### src/hdl/cbrf_pkg.sv
// Package for the cubic bisection root finder core.
// Holds the transaction structs, state and code enums and fixed constants.
// No dependencies.
package cbrf_pkg;

  // Reset value of the iteration cap register.
  localparam logic [7:0] CAP_RESET = 8'd100;

  // Constant term of the cubic, 3.0 in Q16.16, at the width of the linear term.
  localparam int unsigned LIN_W = 37;
  localparam logic signed [LIN_W-1:0] CUBIC_CONST = 37'sd196608;

  typedef struct packed {
    logic signed [31:0] left_end;
    logic signed [31:0] right_end;
    logic        [30:0] tolerance;
  } in_item_t;

  typedef struct packed {
    logic signed [31:0] root_estimate;
    logic signed [31:0] residual;
    logic        [7:0]  steps_taken;
    logic        [1:0]  stop_reason;
  } out_item_t;

  typedef enum logic [1:0] {
    STOP_TOL  = 2'd0,
    STOP_ZERO = 2'd1,
    STOP_CAP  = 2'd2
  } stop_t;

  // Which point the shared evaluator is working on.
  typedef enum logic [1:0] {
    EV_LEFT  = 2'd0,
    EV_MID   = 2'd1,
    EV_FINAL = 2'd2
  } eval_t;

  typedef enum logic [3:0] {
    ST_IDLE,
    ST_PREP,
    ST_SQ,
    ST_LO,
    ST_HI,
    ST_SUM,
    ST_SAT,
    ST_POST,
    ST_CHECK,
    ST_OUTPUT
  } state_t;

endpackage

### src/hdl/cubic_bisection_root_finder_core.sv
// Top level of the cubic bisection root finder, a single module.
// Depends on cbrf_pkg for types, enums and constants.
//
// Finds a root of p(x) = x^3 - 9x + 3 by bisection in signed Q16.16. One
// transaction is worked on at a time; in_ready is high only while the core is
// idle. The cubic is evaluated on one shared 32x32 multiplier in three passes
// (a*a, low half times a, high half times a) followed by an add and a
// saturating add. The value at the left end is cached, so a step needs only
// the midpoint evaluation. The number of halving steps is bounded by the
// iteration cap (default 100). A finished result sits in the output register
// while the next transaction is accepted. cfg_wr_data sets the cap; write it
// only while idle.
module cubic_bisection_root_finder_core
  import cbrf_pkg::*;
(
  input  logic        clk,
  input  logic        rst_n,
  input  logic        in_valid,
  output logic        in_ready,
  input  in_item_t    in_data,
  output logic        out_valid,
  input  logic        out_ready,
  output out_item_t   out_data,
  input  logic        cfg_wr_en,
  input  logic [7:0]  cfg_wr_data
);

  state_t                  state_r, state_nxt;
  eval_t                   kind_r, kind_nxt;
  stop_t                   reason_r, reason_nxt;
  logic [7:0]              cap_r;
  logic [7:0]              steps_r, steps_nxt;
  logic signed [31:0]      l_r, l_nxt;
  logic signed [31:0]      rt_r, rt_nxt;
  logic [30:0]             tol_r, tol_nxt;
  logic signed [31:0]      x_r, x_nxt;
  logic signed [31:0]      fl_r, fl_nxt;
  logic signed [31:0]      f_r, f_nxt;
  logic                    neg_r, neg_nxt;
  logic [31:0]             a_r, a_nxt;
  logic signed [LIN_W-1:0] k_r, k_nxt;
  logic [63:0]             mult_r, mult_nxt;
  logic [31:0]             hi_r, hi_nxt;
  logic [63:0]             lp_r, lp_nxt;
  logic signed [63:0]      cube_r, cube_nxt;
  out_item_t               out_r, out_nxt;
  logic                    out_valid_r, out_valid_nxt;

  logic                    accept;
  logic                    load_out;
  logic [7:0]              cap_eff;
  logic signed [32:0]      width;
  logic                    width_gt;
  logic signed [32:0]      sum33;
  logic signed [31:0]      mid;
  logic [31:0]             mul_a, mul_b;
  logic [63:0]             mul_p;
  logic [63:0]             q;
  logic                    rem;
  logic signed [63:0]      sum64;
  logic signed [LIN_W-1:0] xe;
  logic                    sign_flip;
  logic [7:0]              steps_inc;

  // Handshake and output-register control.
  always_comb begin
    in_ready = (state_r == ST_IDLE);
    accept   = in_valid && in_ready;
    load_out = (state_r == ST_OUTPUT) && (!out_valid_r || out_ready);
    out_valid_nxt = out_valid_r;
    if (load_out) begin
      out_valid_nxt = 1'b1;
    end else if (out_ready) begin
      out_valid_nxt = 1'b0;
    end
  end

  assign out_valid = out_valid_r;
  assign out_data  = out_r;

  assign cap_eff   = (cap_r == 8'd0) ? 8'd1 : cap_r;
  assign width     = $signed({rt_r[31], rt_r}) - $signed({l_r[31], l_r});
  assign width_gt  = width > $signed({2'b00, tol_r});
  assign sum33     = $signed({l_r[31], l_r}) + $signed({rt_r[31], rt_r});
  assign mid       = sum33[32:1];
  assign steps_inc = steps_r + 8'd1;

  // The one shared multiplier.
  always_comb begin
    case (state_r)
      ST_SQ:   begin mul_a = a_r;           mul_b = a_r; end
      ST_LO:   begin mul_a = mult_r[31:0];  mul_b = a_r; end
      ST_HI:   begin mul_a = hi_r;          mul_b = a_r; end
      default: begin mul_a = a_r;           mul_b = a_r; end
    endcase
  end

  assign mul_p = 64'(mul_a) * 64'(mul_b);

  // floor(a^3 / 2^32) from the two partial products, then the sign applied.
  assign q   = mult_r + {32'h0, lp_r[63:32]};
  assign rem = |lp_r[31:0];
  assign sum64 = cube_r + {{(64-LIN_W){k_r[LIN_W-1]}}, k_r};
  assign xe  = {{(LIN_W-32){x_r[31]}}, x_r};
  assign sign_flip = (fl_r != 32'sd0) && (fl_r[31] != f_r[31]);

  // Next state.
  always_comb begin
    state_nxt = state_r;
    case (state_r)
      ST_IDLE:   if (accept) state_nxt = ST_PREP;
      ST_PREP:   state_nxt = ST_SQ;
      ST_SQ:     state_nxt = ST_LO;
      ST_LO:     state_nxt = ST_HI;
      ST_HI:     state_nxt = ST_SUM;
      ST_SUM:    state_nxt = ST_SAT;
      ST_SAT:    state_nxt = ST_POST;
      ST_POST: begin
        case (kind_r)
          EV_LEFT:  state_nxt = ST_CHECK;
          EV_MID:   state_nxt = (f_r == 32'sd0) ? ST_OUTPUT : ST_CHECK;
          default:  state_nxt = ST_OUTPUT;
        endcase
      end
      ST_CHECK:  state_nxt = ST_PREP;
      ST_OUTPUT: if (load_out) state_nxt = ST_IDLE;
      default:   state_nxt = ST_IDLE;
    endcase
  end

  // Datapath next values.
  always_comb begin
    kind_nxt   = kind_r;
    reason_nxt = reason_r;
    steps_nxt  = steps_r;
    l_nxt      = l_r;
    rt_nxt     = rt_r;
    tol_nxt    = tol_r;
    x_nxt      = x_r;
    fl_nxt     = fl_r;
    f_nxt      = f_r;
    neg_nxt    = neg_r;
    a_nxt      = a_r;
    k_nxt      = k_r;
    mult_nxt   = mult_r;
    hi_nxt     = hi_r;
    lp_nxt     = lp_r;
    cube_nxt   = cube_r;
    out_nxt    = out_r;
    case (state_r)
      ST_IDLE: begin
        if (accept) begin
          l_nxt      = in_data.left_end;
          rt_nxt     = in_data.right_end;
          tol_nxt    = in_data.tolerance;
          x_nxt      = in_data.left_end;
          steps_nxt  = 8'd0;
          reason_nxt = STOP_TOL;
          kind_nxt   = EV_LEFT;
        end
      end
      ST_PREP: begin
        neg_nxt = x_r[31];
        a_nxt   = x_r[31] ? (~x_r + 32'd1) : x_r;
        k_nxt   = CUBIC_CONST - ((xe <<< 3) + xe);
      end
      ST_SQ: begin
        mult_nxt = mul_p;
      end
      ST_LO: begin
        mult_nxt = mul_p;
        hi_nxt   = mult_r[63:32];
      end
      ST_HI: begin
        mult_nxt = mul_p;
        lp_nxt   = mult_r;
      end
      ST_SUM: begin
        // -(q + rem) written as the complement, plus one when exact.
        if (!neg_r) begin
          cube_nxt = q;
        end else if (rem) begin
          cube_nxt = ~q;
        end else begin
          cube_nxt = ~q + 64'd1;
        end
      end
      ST_SAT: begin
        if (!sum64[63] && (|sum64[62:31])) begin
          f_nxt = 32'sh7FFF_FFFF;
        end else if (sum64[63] && !(&sum64[62:31])) begin
          f_nxt = 32'sh8000_0000;
        end else begin
          f_nxt = sum64[31:0];
        end
      end
      ST_POST: begin
        case (kind_r)
          EV_LEFT: fl_nxt = f_r;
          EV_MID: begin
            if (f_r == 32'sd0) begin
              reason_nxt = STOP_ZERO;
            end else begin
              if (sign_flip) begin
                rt_nxt = x_r;
              end else begin
                l_nxt  = x_r;
                fl_nxt = f_r;
              end
              steps_nxt = steps_inc;
              if (steps_inc >= cap_eff) begin
                reason_nxt = STOP_CAP;
              end
            end
          end
          default: ;
        endcase
      end
      ST_CHECK: begin
        x_nxt    = mid;
        kind_nxt = (width_gt && (reason_r != STOP_CAP)) ? EV_MID : EV_FINAL;
      end
      ST_OUTPUT: begin
        if (load_out) begin
          out_nxt.root_estimate = x_r;
          out_nxt.residual      = f_r;
          out_nxt.steps_taken   = steps_r;
          out_nxt.stop_reason   = reason_r;
        end
      end
      default: ;
    endcase
  end

  always_ff @(posedge clk) begin
    if (!rst_n) begin
      state_r     <= ST_IDLE;
      out_valid_r <= 1'b0;
      cap_r       <= CAP_RESET;
    end else begin
      state_r     <= state_nxt;
      out_valid_r <= out_valid_nxt;
      if (cfg_wr_en) begin
        cap_r <= cfg_wr_data;
      end
    end
  end

  always_ff @(posedge clk) begin
    kind_r   <= kind_nxt;
    reason_r <= reason_nxt;
    steps_r  <= steps_nxt;
    l_r      <= l_nxt;
    rt_r     <= rt_nxt;
    tol_r    <= tol_nxt;
    x_r      <= x_nxt;
    fl_r     <= fl_nxt;
    f_r      <= f_nxt;
    neg_r    <= neg_nxt;
    a_r      <= a_nxt;
    k_r      <= k_nxt;
    mult_r   <= mult_nxt;
    hi_r     <= hi_nxt;
    lp_r     <= lp_nxt;
    cube_r   <= cube_nxt;
    out_r    <= out_nxt;
  end

`ifndef SYNTHESIS
  // An accepted transaction always starts with the left-end evaluation.
  a_accept_starts_left: assert property (@(posedge clk) disable iff (!rst_n)
    accept |=> (state_r == ST_PREP) && (kind_r == EV_LEFT))
    else $error("accepted transaction did not start the left-end evaluation");

  // The multiplier passes run in order.
  a_mul_order: assert property (@(posedge clk) disable iff (!rst_n)
    (state_r == ST_HI) |-> ($past(state_r) == ST_LO))
    else $error("high partial product without the low pass before it");

  // An exact-zero stop reports a zero residual.
  a_zero_residual: assert property (@(posedge clk) disable iff (!rst_n)
    (out_valid_r && (out_r.stop_reason == STOP_ZERO)) |-> (out_r.residual == 32'sd0))
    else $error("exact-zero stop with nonzero residual");

  // A cap stop means at least one halving step was taken.
  a_cap_has_steps: assert property (@(posedge clk) disable iff (!rst_n)
    (out_valid_r && (out_r.stop_reason == STOP_CAP)) |-> (out_r.steps_taken != 8'd0))
    else $error("cap stop reported with no steps");

  // A result loads only when the output register is free or being drained.
  a_no_overwrite: assert property (@(posedge clk) disable iff (!rst_n)
    (out_valid_r && !out_ready) |=> $stable(out_r))
    else $error("pending result overwritten");
`endif

endmodule

### config.mk
export PLATFORM = sky130hd
export DESIGN_NAME = cubic_bisection_root_finder_core
export DESIGN_NICKNAME = d
export VERILOG_FILES = /design/src/hdl/cbrf_pkg.sv /design/src/hdl/cubic_bisection_root_finder_core.sv
export SDC_FILE = /design/constraint.sdc
export NUM_CORES = 2
export LEC_CHECK = 0
export ABC_AREA = 1
export ABC_CLOCK_PERIOD_IN_PS = 24500
export BUFFER_PORTS_ARGS = -buffer_cell sky130_fd_sc_hd__buf_4
export CORE_ASPECT_RATIO = 1.4
export CORE_MARGIN = 8
export CORE_UTILIZATION = 55
export DETAILED_ROUTE_END_ITERATION = 8
export PLACE_DENSITY_LB_ADDON = 0.15
export SETUP_SLACK_MARGIN = 0.3
export SKIP_LAST_GASP = 1
export SLEW_MARGIN = 20
export SYNTH_ARGS = -nofsm -noshare
export SYNTH_HDL_FRONTEND = slang
export SYNTH_SLANG_ARGS = --single-unit
### constraint.sdc
create_clock -name clk -period 24.5 [get_ports clk]
set_clock_uncertainty 0.2 [all_clocks]
set_input_delay 2.45 -clock clk [delete_from_list [all_inputs] [get_ports clk]]
set_output_delay 2.45 -clock clk [all_outputs]
set_load 0.1 [all_outputs]
==> results.sh <==
export IMPL_status="finished, final reports clean"
export IMPL_syn_num_nets=10490
export IMPL_rows=157
export IMPL_clk_path_buf_depth=3
export IMPL_critPathSlowestCell="nand2_1"
export IMPL_wl_per_cell_um=25.34
export IMPL_hold_class="reg2reg"
export IMPL_path_delay_family="adder cells"
export IMPL_start_kind="flop"
export IMPL_fmax_mhz=90.95
export IMPL_cpMostUsedCell="fa_1"
export IMPL_track_usage_pct=38.11
export IMPL_grt_pass1_vias=63500
export IMPL_hpwl_mm=224.7
export IMPL_synth_cells=8951
export IMPL_clkLatencyLatePin_ns=0.71
export IMPL_final_cell_mix="2231 x nand2_1, 1754 x inv_1, 1111 x nor2_1"
export IMPL_worstPathMaxFanout=65
export IMPL_drive_above_1_share_pct=5.460
export IMPL_drtIter0Drc=5806
export IMPL_worst_path_buf_inv=8
export IMPL_final_common_cell="nand2_1"
export IMPL_synth_seq_cells=583
export IMPL_rsz0062_at_grt="no"
export IMPL_grt_max_degree=78
export IMPL_wl_met2_mm=132.6
export IMPL_drt_pass1_iter_count=8
export IMPL_grt_ovfl_total=0
export IMPL_setup_viol_count_final=0
export IMPL_cap_violations=0
export IMPL_top_layer_used="met5"
export IMPL_num_nets_final=10590
export IMPL_fp_dieW_um=321.6
export IMPL_vias=62300
export IMPL_port_buffers=183
export IMPL_cts_tree="yes"
export IMPL_end_kind="flop"
export IMPL_crit_arrival_ns=11.21
export IMPL_ant_nets=0
export IMPL_syn_area_mm2=0.07190
export IMPL_drc=0
export IMPL_slew_violations=0
export IMPL_seq_area_frac_synth_pct=24.17
export IMPL_cts_setup_buffers=0
export IMPL_wl_met3_mm=22.63
export IMPL_cts_root_buf="clkbuf_16"
export IMPL_required_ns=24.71
export IMPL_cts_repair_resized=0
export IMPL_min_period_ns=10.99
export IMPL_ys_warn_count=0
export IMPL_finalHoldViolations=0
export IMPL_synth_edf_count=570
export IMPL_coreArea_mm2=0.1302
export IMPL_grt_pass1_wl_mm=401.0
export IMPL_cts_made_buffers=57
export IMPL_critical_path_class="reg2reg"
export IMPL_initial_core_util_pct=55.21
export IMPL_via_per_inst=5.740
export IMPL_syn_to_final_growth_pct=7.704
export IMPL_rrSetupSlack_ns=13.51
export IMPL_wl_mm=275.0
export IMPL_gp_congestion=1.044
export IMPL_finalCritPeriodShare_pct=44.88
export IMPL_slew_headroom_pct=28.70
export IMPL_dieArea_mm2=0.1427
export IMPL_hold_buffers=0
export IMPL_max_stage_delay_ns=0.78
export IMPL_tns_ns=0
export IMPL_syn_mean_instance_area_um2=8.033
export IMPL_clk_pin_slew_ns=0.07
export IMPL_wl_met1_mm=93.91
export IMPL_tightest_slew_ns=1.069
export IMPL_synth_cell_types=59
export IMPL_cts_htree_levels=2
export IMPL_io_pins=184
export IMPL_synthArstFlopShare_pct=0
export IMPL_numClockSinks=583
export IMPL_die_y_um=443.8
export IMPL_grt_antenna_before_repair=5
export IMPL_ys_flop_type="edfxtp_1"
## through the flow
step / setup slack [ns] / utilization (%) / std cells / hold slack, ns / cell area, µm²
after floorplan: 14.12 / - / 8951 / 0.2264 / 71900
after CTS: 13.71 / 59.43 / 10850 / 0.2739 / 77400
after global placement: 13.94 / 57.82 / 10740 / 0.2668 / 75300
final: 13.51 / 59.46 / 10860 / 0.2728 / 77440
after detailed placement: 13.69 / 57.82 / 10740 / 0.2637 / 75300
after global routing: 13.08 / 59.45 / 10850 / 0.2893 / 77430
## final timing paths
| check | depth (start not counted) | from | to |
|---|---|---|---|
| hold reg to reg | 2 | cap_r[4] | cap_r[4] |
| setup / recovery | 32 | state_r[1] | mult_r[58] |
| setup reg to reg | 32 | state_r[1] | mult_r[58] |
| hold / removal | 2 | cap_r[4] | cap_r[4] |
## per-layer routing
metal	global-route usage [%]	vias up
met5	0	-
met4	27.67	2
met3	6.892	1020
met2	64.96	3169
met1	42.60	30330
li1	-	27780
## synthesized netlist by cell type, types with 62 or more instances
cell type,instances,area share [%]
a21oi_1,335,2.3
clkbuf_1,194,1.0
edfxtp_1,570,24
fa_1,900,25
ha_1,529,9.2
inv_1,1754,9.2
nand2_1,2232,12
nand3_1,285,2.0
nand4_1,86,0.75
nor2_1,1120,5.8
nor3_1,62,0.43
o21ai_0,211,1.5
xor2_1,207,2.5
## worst register-to-register path, delay by kind of cell (launching register included)
kind,cells,cell delay (ns)
flops,1,0.40
xor+xnor,1,0.12
simple gates,11,2.34
fa+ha+maj,9,4.23
buf+inv,8,2.57
compound gates,3,0.91
## kinds of logic after synthesis
kind of cell,after synthesis,synth area share [%]
buffers and inverters,2032,10.72
and+or+nand+nor,3936,22.16
DFF,583,24.17
adders and majority gates,1429,34.26
AOI/OAI and AO/OA,710,5.473
xor gates and xnor gates,261,3.216
## flip-flops by register name (all words and copies together) (netlist names), 8 cells and up
register and flops:
a_r 32, steps_r 8, f_r 32, mult_r 64
tol_r 31, lp_r 64, out_data 74, cap_r 8
cube_r 64, fl_r 32, hi_r 32, k_r 36
x_r 32, l_r 32, rt_r 32
## final cells by class
cell class,instances,area (µm²)
antenna,3,7.507
clock buffer,62,1466
clock inverter,45,634.4
fill,12100,52800
inverter,1796,6741
multi-input combinational,6336,46900
sequential,583,17380
tap,1749,2188
timing repair buffer,281,2130
Power is not shown: default switching activity piles up to over one toggle a cycle in this logic, so the estimate is an artifact.
